File: src/rtl/core/slpd_pkg.sv
// ----------------------------------------------------------------------------
// slpd_pkg
// Shared types and constants for the status LED pattern driver: opcodes,
// register indexes, status codes and the blink time table.
// ----------------------------------------------------------------------------
package slpd_pkg;

  // led and field widths
  localparam int LED_W      = 4;
  localparam int STATUS_W   = 5;
  localparam int TICKS_W    = 12;
  localparam int LED_CNT_W  = 3;
  localparam int CFG_IDX_W  = 1;
  localparam int CFG_DATA_W = 12;

  // opcodes
  localparam logic OP_TICK   = 1'b0;
  localparam logic OP_STATUS = 1'b1;

  // configuration register indexes
  localparam logic [CFG_IDX_W-1:0] REG_LED_COUNT     = 1'd0;
  localparam logic [CFG_IDX_W-1:0] REG_SCAN_INTERVAL = 1'd1;

  // led counts that do something
  localparam logic [LED_CNT_W-1:0] LEDS_BLINK = 3'd1;
  localparam logic [LED_CNT_W-1:0] LEDS_FULL  = 3'd4;

  // status codes
  localparam logic signed [STATUS_W-1:0] STATUS_SCAN = -5'sd1;
  localparam logic signed [STATUS_W-1:0] STATUS_OFF  = 5'sd0;
  localparam logic signed [STATUS_W-1:0] STATUS_SLOW = 5'sd1;
  localparam logic signed [STATUS_W-1:0] STATUS_MID  = 5'sd4;
  localparam logic signed [STATUS_W-1:0] STATUS_ON   = 5'sd15;

  // timing constants in ticks
  localparam logic [TICKS_W-1:0] ELAPSED_MAX       = 12'd4095;
  localparam logic [TICKS_W-1:0] END_HOLD_TICKS    = 12'd150;
  localparam logic [TICKS_W-1:0] SCAN_INTERVAL_RST = 12'd100;
  localparam logic [TICKS_W-1:0] TIME_SCAN         = 12'd2000;
  localparam logic [TICKS_W-1:0] TIME_SLOW         = 12'd100;
  localparam logic [TICKS_W-1:0] TIME_MID          = 12'd500;

  // first led is the top bit of the level vector
  localparam logic [LED_W-1:0] FIRST_LED = 4'b1000;

  // threshold with a flag for a level that never changes
  typedef struct packed {
    logic               never;
    logic [TICKS_W-1:0] ticks;
  } thresh_t;

  // on or off time of a status in blink mode
  function automatic thresh_t blink_time(logic signed [STATUS_W-1:0] status,
                                         logic lit);
    thresh_t t;
    t.never = 1'b0;
    t.ticks = '0;
    unique case (status)
      STATUS_SCAN: t.ticks = TIME_SCAN;
      STATUS_OFF:  t.never = !lit;
      STATUS_SLOW: t.ticks = TIME_SLOW;
      STATUS_MID:  t.ticks = TIME_MID;
      STATUS_ON:   t.never = lit;
      default:     t.ticks = '0;
    endcase
    return t;
  endfunction

endpackage

File: src/rtl/core/status_led_pattern_driver_unit.sv
// ----------------------------------------------------------------------------
// status_led_pattern_driver_unit
// Drives up to four status LEDs from a status code, advanced by millisecond
// tick items: blink with one LED, scanner or binary code with four LEDs.
// ----------------------------------------------------------------------------
//  channel   signals                          direction
//  in        in_valid/in_ready, opcode,       sink
//            status_code
//  out       out_valid/out_ready, led_levels  source
//  cfg       cfg_we, cfg_index, cfg_data      sink, write only
//
//  one item per cycle: each item is decoded and applied in the cycle it is
//  accepted, and the led state register doubles as the result register.
//  a new item is taken while the last result waits, as long as out_ready
//  takes that result in the same cycle; otherwise input stalls on a full
//  result register. reset clears all state and sets the scan interval to 100.
// ----------------------------------------------------------------------------
module status_led_pattern_driver_unit (
  input  logic                                  clk,
  input  logic                                  rst,
  input  logic                                  in_valid,
  output logic                                  in_ready,
  input  logic                                  opcode,
  input  logic signed [slpd_pkg::STATUS_W-1:0]  status_code,
  output logic                                  out_valid,
  input  logic                                  out_ready,
  output logic        [slpd_pkg::LED_W-1:0]     led_levels,
  input  logic                                  cfg_we,
  input  logic        [slpd_pkg::CFG_IDX_W-1:0] cfg_index,
  input  logic        [slpd_pkg::CFG_DATA_W-1:0] cfg_data
);
  import slpd_pkg::*;

  // configuration registers
  logic [LED_CNT_W-1:0] led_count;
  logic [TICKS_W-1:0]   scan_interval_ms;

  // state
  logic signed [STATUS_W-1:0] current_status;
  logic [LED_W-1:0]           lit_levels;
  logic [TICKS_W-1:0]         elapsed_ticks;
  logic [1:0]                 scan_position;
  logic                       scan_moving_down;
  logic                       end_hold_pending;

  logic signed [STATUS_W-1:0] current_status_next;
  logic [LED_W-1:0]           lit_levels_next;
  logic [TICKS_W-1:0]         elapsed_ticks_next;
  logic [1:0]                 scan_position_next;
  logic                       scan_moving_down_next;
  logic                       end_hold_pending_next;

  logic                       in_accept;
  logic [TICKS_W-1:0]         elapsed_inc;
  thresh_t                    thresh;
  logic                       fire;
  logic [1:0]                 pos_step;

  // handshake
  assign in_ready   = !out_valid || out_ready;
  assign in_accept  = in_valid && in_ready;
  assign led_levels = lit_levels;

  // saturating tick count and threshold
  always_comb begin
    elapsed_inc = (elapsed_ticks == ELAPSED_MAX) ? elapsed_ticks
                                                 : elapsed_ticks + 12'd1;
    if (led_count == LEDS_BLINK) begin
      thresh = blink_time(current_status, lit_levels[LED_W-1]);
    end else begin
      thresh.never = 1'b0;
      thresh.ticks = scan_interval_ms;
    end
    if (end_hold_pending && !thresh.never && thresh.ticks < END_HOLD_TICKS) begin
      thresh.ticks = END_HOLD_TICKS;
    end
    fire = !thresh.never && (elapsed_inc >= thresh.ticks);
    pos_step = scan_moving_down ? scan_position - 2'd1 : scan_position + 2'd1;
  end

  // next state for one item
  always_comb begin
    current_status_next   = current_status;
    lit_levels_next       = lit_levels;
    elapsed_ticks_next    = elapsed_ticks;
    scan_position_next    = scan_position;
    scan_moving_down_next = scan_moving_down;
    end_hold_pending_next = end_hold_pending;
    if (opcode == OP_STATUS) begin
      // codes below the scanner code are dropped
      if (led_count != '0 && (!status_code[STATUS_W-1] || status_code == STATUS_SCAN)) begin
        current_status_next = status_code;
      end
    end else begin
      elapsed_ticks_next = elapsed_inc;
      if (fire) begin
        elapsed_ticks_next    = '0;
        end_hold_pending_next = 1'b0;
        if (led_count == LEDS_BLINK) begin
          lit_levels_next = lit_levels ^ FIRST_LED;
        end else if (led_count == LEDS_FULL) begin
          if (current_status == STATUS_SCAN) begin
            lit_levels_next    = FIRST_LED >> scan_position;
            scan_position_next = pos_step;
            // turn around at either end and hold there a while
            if (pos_step == 2'd3 || pos_step == 2'd0) begin
              scan_moving_down_next = !scan_moving_down;
              end_hold_pending_next = 1'b1;
            end
          end else begin
            lit_levels_next = current_status[LED_W-1:0];
          end
        end
      end
    end
  end

  // configuration writes
  always_ff @(posedge clk) begin
    if (rst) begin
      led_count        <= '0;
      scan_interval_ms <= SCAN_INTERVAL_RST;
    end else if (cfg_we) begin
      unique case (cfg_index)
        REG_LED_COUNT:     led_count        <= cfg_data[LED_CNT_W-1:0];
        REG_SCAN_INTERVAL: scan_interval_ms <= cfg_data[TICKS_W-1:0];
        default:           led_count        <= led_count;
      endcase
    end
  end

  // state and result register
  always_ff @(posedge clk) begin
    if (rst) begin
      current_status   <= '0;
      lit_levels       <= '0;
      elapsed_ticks    <= '0;
      scan_position    <= '0;
      scan_moving_down <= 1'b0;
      end_hold_pending <= 1'b0;
      out_valid        <= 1'b0;
    end else begin
      if (in_accept) begin
        current_status   <= current_status_next;
        lit_levels       <= lit_levels_next;
        elapsed_ticks    <= elapsed_ticks_next;
        scan_position    <= scan_position_next;
        scan_moving_down <= scan_moving_down_next;
        end_hold_pending <= end_hold_pending_next;
        out_valid        <= 1'b1;
      end else if (out_ready) begin
        out_valid <= 1'b0;
      end
    end
  end

endmodule
File: config.mk
export PLATFORM = sky130hd
export DESIGN_NAME = status_led_pattern_driver_unit
export DESIGN_NICKNAME = d
export VERILOG_FILES = /design/src/rtl/core/slpd_pkg.sv /design/src/rtl/core/status_led_pattern_driver_unit.sv
export SDC_FILE = /design/constraint.sdc
export NUM_CORES = 1
export LEC_CHECK = 0
export BUFFER_PORTS_ARGS = -buffer_cell sky130_fd_sc_hd__clkbuf_2
export CAP_MARGIN = 0
export CORE_MARGIN = 10
export CORE_UTILIZATION = 52
export CTS_CLUSTER_DIAMETER = 100
export DETAILED_ROUTE_END_ITERATION = 16
export PLACE_DENSITY = 0.83
export SKIP_CTS_REPAIR_TIMING = 1
export SYNTH_ARGS = -nofsm -noshare
export SYNTH_HDL_FRONTEND = slang
export SYNTH_SLANG_ARGS = --single-unit
File: constraint.sdc
create_clock -name clk -period 3 [get_ports clk]
set_input_delay 0.6 -clock clk [delete_from_list [all_inputs] [get_ports clk]]
set_output_delay 0.6 -clock clk [all_outputs]
set_load 0.02 [all_outputs]
==> metrics, run 1 <==
Yosys top cell by area dfxtp_1; post-synthesis sequential area ratio between 30% and 40%; commonest non-fill, non-tap cell in the layout nand2_1; post-synthesis cell type count 55; Power Density between 400 and 500 nW/um^2; Met2 Wirelength approximately 3500 um; number of fill cells ~320; clock share of power around two fifths; hold wc startpoint led_levels[0]; multi-input logic area between 1500 and 2000 sq um; Worst Setup EP end_hold_pending; RSZ-0062 raised after global routing yes; overflow left after global routing 0; final count of hold timing violations 0; total CTS buffers 5; crit-path cells or3b_4 > a221oi_4 > o221ai_4 > nor3_4 > nor2_2 > ha_1 > and4_1 > o211ai_1 > o21ba_4 > buf_4 > a211o_1 > a31o_2; Critical Path Sink Type flop; CTS clock-pin slew for the worst setup and hold paths ~80 ps; WS Path Type flop to flop; WL per Instance about 17 um; setup ws final -239.9 ps; LEAKAGE about 0.0014 uW; number of warnings issued by yosys 0; worst endpoint required time around 3200 ps; Root Driver clkbuf_8; CORE AREA approximately 4400 sq um; antenna violations before repair 0; utilization after layout approximately 72%; Total Power between 1000 and 1500 uW; CP peak stage delay around 420 ps; Post-Syn Instances ~300; maximum clock insertion buffer count 2; Hold Path Class flop to flop; Die Y about 90 um; max_cap viols 0; WL final approximately 7000 um; reg-to-reg critical path startpoint led_count[0]; Worst Tran Pin Value 790.3 ps; Psw between 300 and 400 uW; CTS sink count just over 40; via count around 2,500; vias per std cell around 6; Reg2Reg Capture Point end_hold_pending; largest net degree at the start of global routing 25; sw frac around 25%; clk_lat worst skew ~300 ps; GRT Util Overall 17.76%; R2R depth 12; Gate power share approximately 14%; IO Pins 30; Top Metal Used met4; Port Buffer Count 29; ys flop type dfxtp_1; Async S/R FF share, synth 0%; sequential share of power between 40% and 50%; share of the synthesized area in the top cell type between 30% and 40%; Fin Setup TNS -3493 ps; initial core utilization a little under three fifths; die area 7847 sq um; metal3 WL 369 um; synthesized area 2446 sq um; max-slew violations 0; Avg Inst Size Synth 8.236 sq um; antenna-violating nets left 0; Pre-antenna DRT Iters 5; fraction of layout cells with a size suffix above 1 31.42%; most frequent cells in the layout nand2_1, buf_4, dfxtp_1, clkbuf_2, a21oi_1; critical path's slowest cell or3b_4; die width around 90 um; EDFF count, synth 0; largest cells by area after synthesis dfxtp_1, nand2_1, ha_1; Max-Slew Margin vs Limit about 47%; crit path launch type flop; M1 wire length 3003 um; HPWL after DPL 5061 um; post-route cell area between 3000 and 4000 sq um; DRC 0; Layout Skew about 5.6 ps; FF+latch count, synth approximately 40; Setup-failing EPs final 20; RePlAce Congestion 0.8619; CTS tree done; first-pass GRT wire length roughly 11,000 um; post-route minimum period approximately 3200 ps; initial drt markers 168; worst vdd ir ~0.35 mV; worst-path maximum fanout 7; site row count 24; Tcrit/Tclk final 108.0%; Arr. time, crit path 3440 ps; Post-Synthesis Net Count ~330; max frequency slightly above 300 MHz; outcome finished with violations; crit path launch led_count[0]; H-tree Lvls 2; R2R Setup Slk -240 ps; area grow syn2layout 30.90%; vias in the first global route between 2,000 and 3,000; FF+latch area slightly above 800 sq um; n_diodes 0; failing checks negative setup slack; internal power around 1000 uW; Post-Place Cell Area 2969 sq um; layout net count roughly 400; DP Worst Slack -394.2 ps
area by class of cell:
type / instances / share of cell area (%)
multi-input combinational: 236 / 52.09
sequential: 41 / 25.91
timing repair buffer: 73 / 14.85
clock buffer: 5 / 2.149
clock inverter: 3 / 2.032
tap: 52 / 2.032
inverter: 8 / 0.9379
power groups by stage:
stage          clock network, uW  registers [uW]  logic (uW)
3_3_place_gp                   0             580         161
3_5_place_dp                   0             581         167
4_1_cts                      540             568         169
5_1_grt                      559             572         200
2_1_floorplan                  0             581        99.4
6_report                     537             570         183
through the flow:
step           cells  hold WS, ps
2_1_floorplan    297        436.6
3_3_place_gp     408        444.6
3_5_place_dp     408        453.3
4_1_cts          416        464.8
5_1_grt          418        485.5
6_report         418        462.7
registers in the layout, summed over array words and instances, names as in the netlist:
| name | cells |
|---|---|
| elapsed_ticks | 12 |
| scan_interval_ms | 12 |
| current_status | 5 |
| led_levels | 4 |
| led_count | 3 |
| scan_position | 2 |
| end_hold_pending | 1 |
| out_valid | 1 |
| scan_moving_down | 1 |
critical path: cells and delay by family, from the launching register on:
family	cells	cell delay [ps]
AO/OA/AOI/OAI	6	1370
AND/OR/NAND/NOR	4	1000
flip-flops	1	360
adder cells (fa/ha/maj)	1	280
buffers and inverters	1	140
metal layers:
layer	up-vias	track usage (%)
met5	-	0
met4	0	5.727
met3	15	3.493
met2	91	31.48
met1	1184	20.97
li1	1224	-
kinds of logic (layout without fill, tap and decap cells):
group | Yosys count | in the layout | share of synthesized area, %
and+or+nand+nor | 126 | 126 | 25.63
AOI/OAI and AO/OA | 76 | 76 | 22.41
DFF | 41 | 41 | 33.56
buffers and inverters | 20 | 89 | 3.325
muxes | 14 | 14 | 5.934
adders and majority gates | 13 | 13 | 6.650
xor gates and xnor gates | 7 | 7 | 2.506
how the worst min path moves through the flow:
| stage | slack, ps | end | cells after the start |
|---|---|---|---|
| 3_3_place_gp | 440 | led_levels[2] | 2 |
| 5_1_grt | 490 | led_levels[0] | 2 |
| 2_1_floorplan | 440 | scan_interval_ms[0] | 2 |
| 4_1_cts | 460 | led_levels[0] | 2 |
| 3_5_place_dp | 450 | led_levels[0] | 2 |
| 6_report | 460 | led_levels[0] | 2 |
cell usage after synthesis (2+ instances only):
| cell type | instances |
|---|---|
| o21ai_0 | 7 |
| a21oi_1 | 26 |
| a221oi_1 | 2 |
| xor2_1 | 3 |
| a32oi_1 | 2 |
| xnor2_1 | 4 |
| nor2_1 | 23 |
| and4_1 | 3 |
| nand3_1 | 11 |
| mux2_2 | 4 |
| nor3_1 | 6 |
| buf_2 | 4 |
| a2111oi_0 | 2 |
| and2_1 | 3 |
| ha_1 | 13 |
| clkbuf_1 | 7 |
| nor2b_1 | 3 |
| dfxtp_1 | 41 |
| nand2b_1 | 2 |
| nand4_1 | 7 |
| nand2_1 | 48 |
| a21o_1 | 4 |
| mux2i_1 | 10 |
| a211oi_1 | 3 |
| inv_1 | 7 |
| o21a_1 | 4 |
| nor4_1 | 3 |
| and3_1 | 3 |
| or3_1 | 4 |
| nor3b_2 | 2 |
| nand3b_1 | 2 |
| a22o_1 | 11 |
Power figures use the tool's default switching activity.
==> run 2, diff against run 1 <==
- ABC_AREA: not set -> 1
==> metrics, run 2 <==
Post-Synthesis Net Count 406 (+22%); area grow syn2layout 16.93%; reg-to-reg critical path startpoint elapsed_ticks[0]; first-pass GRT wire length 9328 um (-19%); Tcrit/Tclk final 93.88% (-14 points); HPWL after DPL 4209 um (-17%); vias per std cell 5.196 (-14%); max frequency 355.1 MHz (+15%); CTS clock-pin slew for the worst setup and hold paths 80 ps (about the same); layout net count 441 (+9.7%); Setup-failing EPs final 0 (-100%); utilization after layout 61.93% (-10 points); Top Registers elapsed_ticks: 12 flops, scan_interval_ms: 12 flops, current_status: 5 flops; LEAKAGE 0.001322 uW (-4.6%); FF+latch count, synth 41 (unchanged); commonest non-fill, non-tap cell in the layout nand2_1; hold wc startpoint led_levels[0]; antenna-violating nets left 0 (unchanged); synthesized area 2469 sq um (+0.92%); CP most frequent cell nand2_1; number of warnings issued by yosys 0 (unchanged); top-count cell post-synth nand2_1; maximum clock insertion buffer count 2 (unchanged); max-slew violations 0 (unchanged); Worst Path Buf+Inv 2 (+1); initial drt markers 94 (-44%); R2R Setup Slk 180 ps (+420 ps); Layout Skew 6.366 ps (+0.8138 ps); hold path depth 2 (unchanged); crit path launch type flop; ys flop type dfxtp_1; largest net degree at the start of global routing 22 (-12%); Die Y 88.90 um (+0.36%); crit path launch elapsed_ticks[0]; Post-Syn Instances 369 (+24%); die width 88.90 um (+0.36%); outcome complete, no violations; CORE AREA 4661 sq um (+4.9%); H-tree Lvls 2 (unchanged); total CTS buffers 5 (unchanged); worst vdd ir 0.2814 mV (-19%); Yosys top cell by area dfxtp_1; Pre-antenna DRT Iters 4 (-1); antenna violations before repair 0 (unchanged); site row count 25 (+4.2%); WS Path Type flop to flop; CTS sink count 41 (unchanged); top cell family by delay on the critical path simple AND/OR/NAND/NOR gates; WL per Instance 12.14 um (-27%); die area 7903 sq um (+0.71%); share of the synthesized area in the top cell type 33.25% (-0.31 points); post-synthesis cell type count 34 (-38%); post-route minimum period 2816 ps (-423.6 ps); critical path's slowest cell dfxtp_4; initial core utilization 52.97% (-2.1 points); DRC 0 (unchanged); CP peak stage delay 380 ps (-40 ps); Worst Tran Pin Value 519.4 ps (-270.9 ps); Total Power 1201 uW (-6.9%); Async S/R FF share, synth 0% (unchanged); IO Pins 30 (unchanged); clk_lat worst skew 300 ps (about the same); vias in the first global route 2,180 (-16%); Hold Path Class flop to flop; final count of hold timing violations 0 (unchanged); via count 2,385 (-5.1%); WL final 5571 um (-20%); post-synthesis sequential area ratio 33.25% (-0.31 points); largest cells by area after synthesis dfxtp_1, nand2_1, nor2_1; WHS Endpoint led_levels[0]; fraction of layout cells with a size suffix above 1 21.23% (-10 points); crit-path cells ha_2 > nand2_1 > nor2_2 > nand3_2 > inv_2 > nand3_2 > a21boi_2 > o21ai_2 > ha_1 > nand2_1 > nor2_2 > nand2_1 > nor2_1 > nand2_1 > nand2_2 > nand4_1 > buf_4 > nand2_1 > a21oi_1; Critical Path Sink Type flop; Port Buffer Count 29 (unchanged); EDFF count, synth 0 (unchanged); R2R depth 19 (+7); hold slack 474.3 ps (+11.57 ps); max_cap viols 0 (unchanged); CTS tree done; Avg Inst Size Synth 6.690 sq um (-19%); n_diodes 0 (unchanged); RePlAce Congestion 0.8373 (-2.9%); GRT Util Overall 14.47% (-3.3 points); worst-path maximum fanout 4 (-3); Root Driver clkbuf_8; overflow left after global routing 0 (unchanged); top post-synthesis cells by count nand2_1, nor2_1, dfxtp_1; Reg2Reg Capture Point led_levels[2]; Arr. time, crit path 2980 ps (-460 ps); Max-Slew Margin vs Limit 65.33% (+18 points); most frequent cells in the layout nand2_1, nor2_1, dfxtp_1, inv_1, a21oi_1; worst endpoint required time 3170 ps (-30 ps); Power Density 416.1 nW/um^2 (+3.2%)
==> run 2: changes by cell type after synthesis, sizes merged, moves of 4 or more <==
| cell | before | now |
|---|---|---|
| nor3 | 7 | 3 |
| nand3 | 11 | 23 |
| a21oi | 26 | 37 |
| o21ai | 7 | 25 |
| a22o | 11 | 0 |
| nor2 | 23 | 53 |
| or3 | 4 | 0 |
| a21o | 4 | 0 |
| inv | 7 | 38 |
| nand2 | 48 | 103 |
| and4 | 4 | 0 |
| mux2 | 4 | 0 |
| mux2i | 10 | 0 |
==> run 2: cells by family after synthesis <==
family	Yosys count	synth area share, %
AO/OA/AOI/OAI	69	16.42
AND/OR/NAND/NOR	191	33.30
flip-flops	41	33.25
adder cells (fa/ha/maj)	13	6.589
buffers and inverters	48	7.957
XOR/XNOR	7	2.484
==> run 2: per-layer routing <==
| layer | vias to the layer above | part of all wire [%] | global-route usage (%) |
|---|---|---|---|
| met5 | - | 0 | 0 |
| met3 | 7 | 6.1 | 4.740 |
| met4 | 0 | 1.1 | 4.258 |
| met1 | 1064 | 47 | 18.05 |
| li1 | 1268 | - | - |
| met2 | 46 | 46 | 23.14 |
==> run 2: worst max path at each step <==
stage	to	slack (ps)	cells past startpoint
floorplan	scan_position[0]	470	21
global placement	scan_position[0]	140	22
detailed placement	scan_position[0]	90	22
CTS	elapsed_ticks[0]	70	20
global route	led_levels[1]	-40	19
finish	led_levels[2]	180	19
==> run 2: stage by stage <==
| step | worst slack (ps) | TNS [ps] | cell area (sq um) | std cells |
|---|---|---|---|---|
| after floorplan | 470.8 | 0 | 2469 | 369 |
| after global placement | 137.8 | 0 | 2635 | 443 |
| after detailed placement | 94.37 | 0 | 2635 | 443 |
| after CTS | 70.31 | 0 | 2755 | 451 |
| after global routing | -38.12 | -113.2 | 2887 | 459 |
| final | 183.7 | 0 | 2887 | 459 |
==> run 2: power breakdown <==
| part | internal (uW) | switching [uW] |
|---|---|---|
| sequential | 562 | 14.3 |
| combinational | 61.5 | 95.5 |
| clock | 271 | 197 |
| total | 894 | 307 |
==> run 2: area by class of cell <==
type,instances,area (sq um)
sequential,41,827.0
timing repair buffer,38,225.2
inverter,38,145.1
clock buffer,6,82.58
clock inverter,2,37.54
tap,54,67.56
fill,412,1774
multi-input combinational,280,1501
==> run 2: worst register-to-register path, delay by kind of cell, from the launching register on <==
family                     cells  cell delay, ps
adders and majority gates      2             460
AOI/OAI and AO/OA              3             300
buffers and inverters          2             320
and+or+nand+nor               12            1220
DFF                            1             380
==> run 3, diff against run 2 <==
- GPL_ROUTABILITY_DRIVEN: not set -> 0
- PLACE_DENSITY: 0.83 -> 0.75
==> metrics, run 3 (synthesis results as in run 2) <==
WS Path Type flop to flop; CP most frequent cell nand2_1; Psw 310.8 uW (+1.3%); Worst Path Buf+Inv 1 (-1); die width 88.90 um (unchanged); maximum clock insertion buffer count 2 (unchanged); area grow syn2layout 19.56%; WL per Instance 12.90 um (+6.3%); Pre-antenna DRT Iters 4 (unchanged); largest net degree at the start of global routing 22 (unchanged); overflow left after global routing 0 (unchanged); IO Pins 30 (unchanged); Setup-failing EPs final 0 (unchanged); Hold Path Class flop to flop; top cell family by delay on the critical path simple AND/OR/NAND/NOR gates; crit path launch type flop; WL final 5999 um (+7.7%); worst endpoint required time 3200 ps (+30 ps); worst vdd ir 0.2402 mV (-15%); Die Y 88.90 um (unchanged); CTS clock-pin slew for the worst setup and hold paths 80 ps (about the same); max-slew violations 0 (unchanged); Max-Slew Margin vs Limit 64.74% (-0.59 points); max_cap viols 0 (unchanged); Power Density 411.3 nW/um^2 (-1.2%); Top Registers elapsed_ticks: 12 flops, scan_interval_ms: 12 flops, current_status: 5 flops; DRC 0 (unchanged); initial core utilization 52.97% (unchanged); Worst Setup EP scan_position[0]; worst-path maximum fanout 5 (+1); reg-to-reg critical path startpoint elapsed_ticks[0]; Crit. path cell count 20 (+1); Fin Setup TNS 0 ps (unchanged); crit path launch elapsed_ticks[0]; R2R Setup Slk 230 ps (+50 ps); clk_lat worst skew 290 ps (about the same); number of fill cells 427 (+3.6%); commonest non-fill, non-tap cell in the layout nand2_1; vias per std cell 5.178 (-0.34%); die area 7903 sq um (unchanged); Critical Path Sink Type flop; utilization after layout 63.33% (+1.4 points); initial drt markers 101 (+7.4%); vias in the first global route 2,254 (+3.4%); CORE AREA 4661 sq um (unchanged); via count 2,408 (+0.96%); site row count 25 (unchanged); CP peak stage delay 380 ps (about the same); sequential share of power 47.5% (-0.5 points); Layout Skew 6.801 ps (+0.4353 ps); most frequent cells in the layout nand2_1, nor2_1, dfxtp_1, inv_1, a21oi_1; n_diodes 0 (unchanged); GRT Util Overall 14.93% (+0.46 points); internal power 903.3 uW (+1.0%); antenna violations before repair 0 (unchanged); total CTS buffers 5 (unchanged); H-tree Lvls 2 (unchanged); max frequency 361.1 MHz (+1.7%); Reg2Reg Capture Point scan_position[0]; Port Buffer Count 29 (unchanged); Worst Tran Pin Value 528.3 ps (+8.855 ps); HPWL after DPL 4273 um (+1.5%); critical path's slowest cell dfxtp_4; antenna-violating nets left 0 (unchanged); first-pass GRT wire length 9597 um (+2.9%); clock share of power 38.1% (-0.8 points); fraction of layout cells with a size suffix above 1 21.90% (+0.66 points); Arr. time, crit path 2970 ps (about the same); CTS sink count 41 (unchanged); Gate power share 14.4% (+1.3 points); crit-path cells ha_4 > nand2_1 > nor2_2 > nand3_2 > inv_2 > nand3_2 > a21boi_2 > o21ai_2 > ha_1 > nand2_1 > nor2_2 > nand2_2 > nor2_1 > nand2_1 > nand2_2 > nand4_1 > nor2_1 > nand2_1 > nand2_1 > nor2_1; hold slack 475.8 ps (+1.561 ps); final count of hold timing violations 0 (unchanged); sw frac 25.60% (+0.051 points); outcome complete, no violations; Tcrit/Tclk final 92.32% (-1.6 points); layout net count 447 (+1.4%); LEAKAGE 0.001355 uW (+2.5%); CTS tree done; Root Driver clkbuf_8; post-route minimum period 2770 ps (-46.73 ps); R2R depth 20 (+1)
## run 3: worst min-delay path by stage
| stage | from | endpoint | slack [ps] | cells after the start |
|---|---|---|---|---|
| global placement | led_levels[0] | led_levels[0] | 460 | 2 |
| floorplan | scan_interval_ms[5] | scan_interval_ms[5] | 440 | 2 |
| global route | led_levels[1] | led_levels[1] | 480 | 2 |
| finish | led_levels[1] | led_levels[1] | 480 | 2 |
| detailed placement | led_levels[1] | led_levels[1] | 460 | 2 |
| CTS | led_levels[1] | led_levels[1] | 480 | 2 |
## run 3: layout make-up
type	instances	area [sq um]	area share, %
clock inverter	1	30.03	1.017
multi-input combinational	280	1511	51.21
timing repair buffer	44	282.8	9.580
sequential	41	828.3	28.06
clock buffer	7	86.33	2.925
inverter	38	145.1	4.917
tap	54	67.56	2.289
## run 3: power by group through the flow
| stage | sequential (uW) | combinational [uW] | clock [uW] |
|---|---|---|---|
| 4_1_cts | 576 | 150 | 471 |
| 6_report | 577 | 175 | 462 |
| 3_3_place_gp | 589 | 145 | 0 |
| 2_1_floorplan | 587 | 109 | 0 |
| 5_1_grt | 579 | 198 | 495 |
| 3_5_place_dp | 589 | 148 | 0 |
## run 3: metal layers
layer  vias up  share of wire, %  global-route usage [%]
met4         0               2.4                   5.580
met2        52                46                   23.80
met3        18               3.7                   3.829
li1       1278                 -                       -
met5         -                 0                       0
met1      1060                48                   18.87
## run 3: stage by stage
step                      cells  power (uW)  setup WS [ps]  instance area (sq um)
after floorplan             369       696.1          470.8                   2469
after CTS                   451        1197          114.0                   2751
after global placement      443       733.2          198.8                   2635
after detailed placement    443       737.6          139.3                   2635
final                       465        1214          230.4                   2952
after global routing        465        1273         -70.06                   2952
## run 3: tightest hold or removal path: cells and delay by family, from the launching register on
kind,cells,cell delay (ps)
flops,1,320
simple gates,1,60
compound gates,1,60
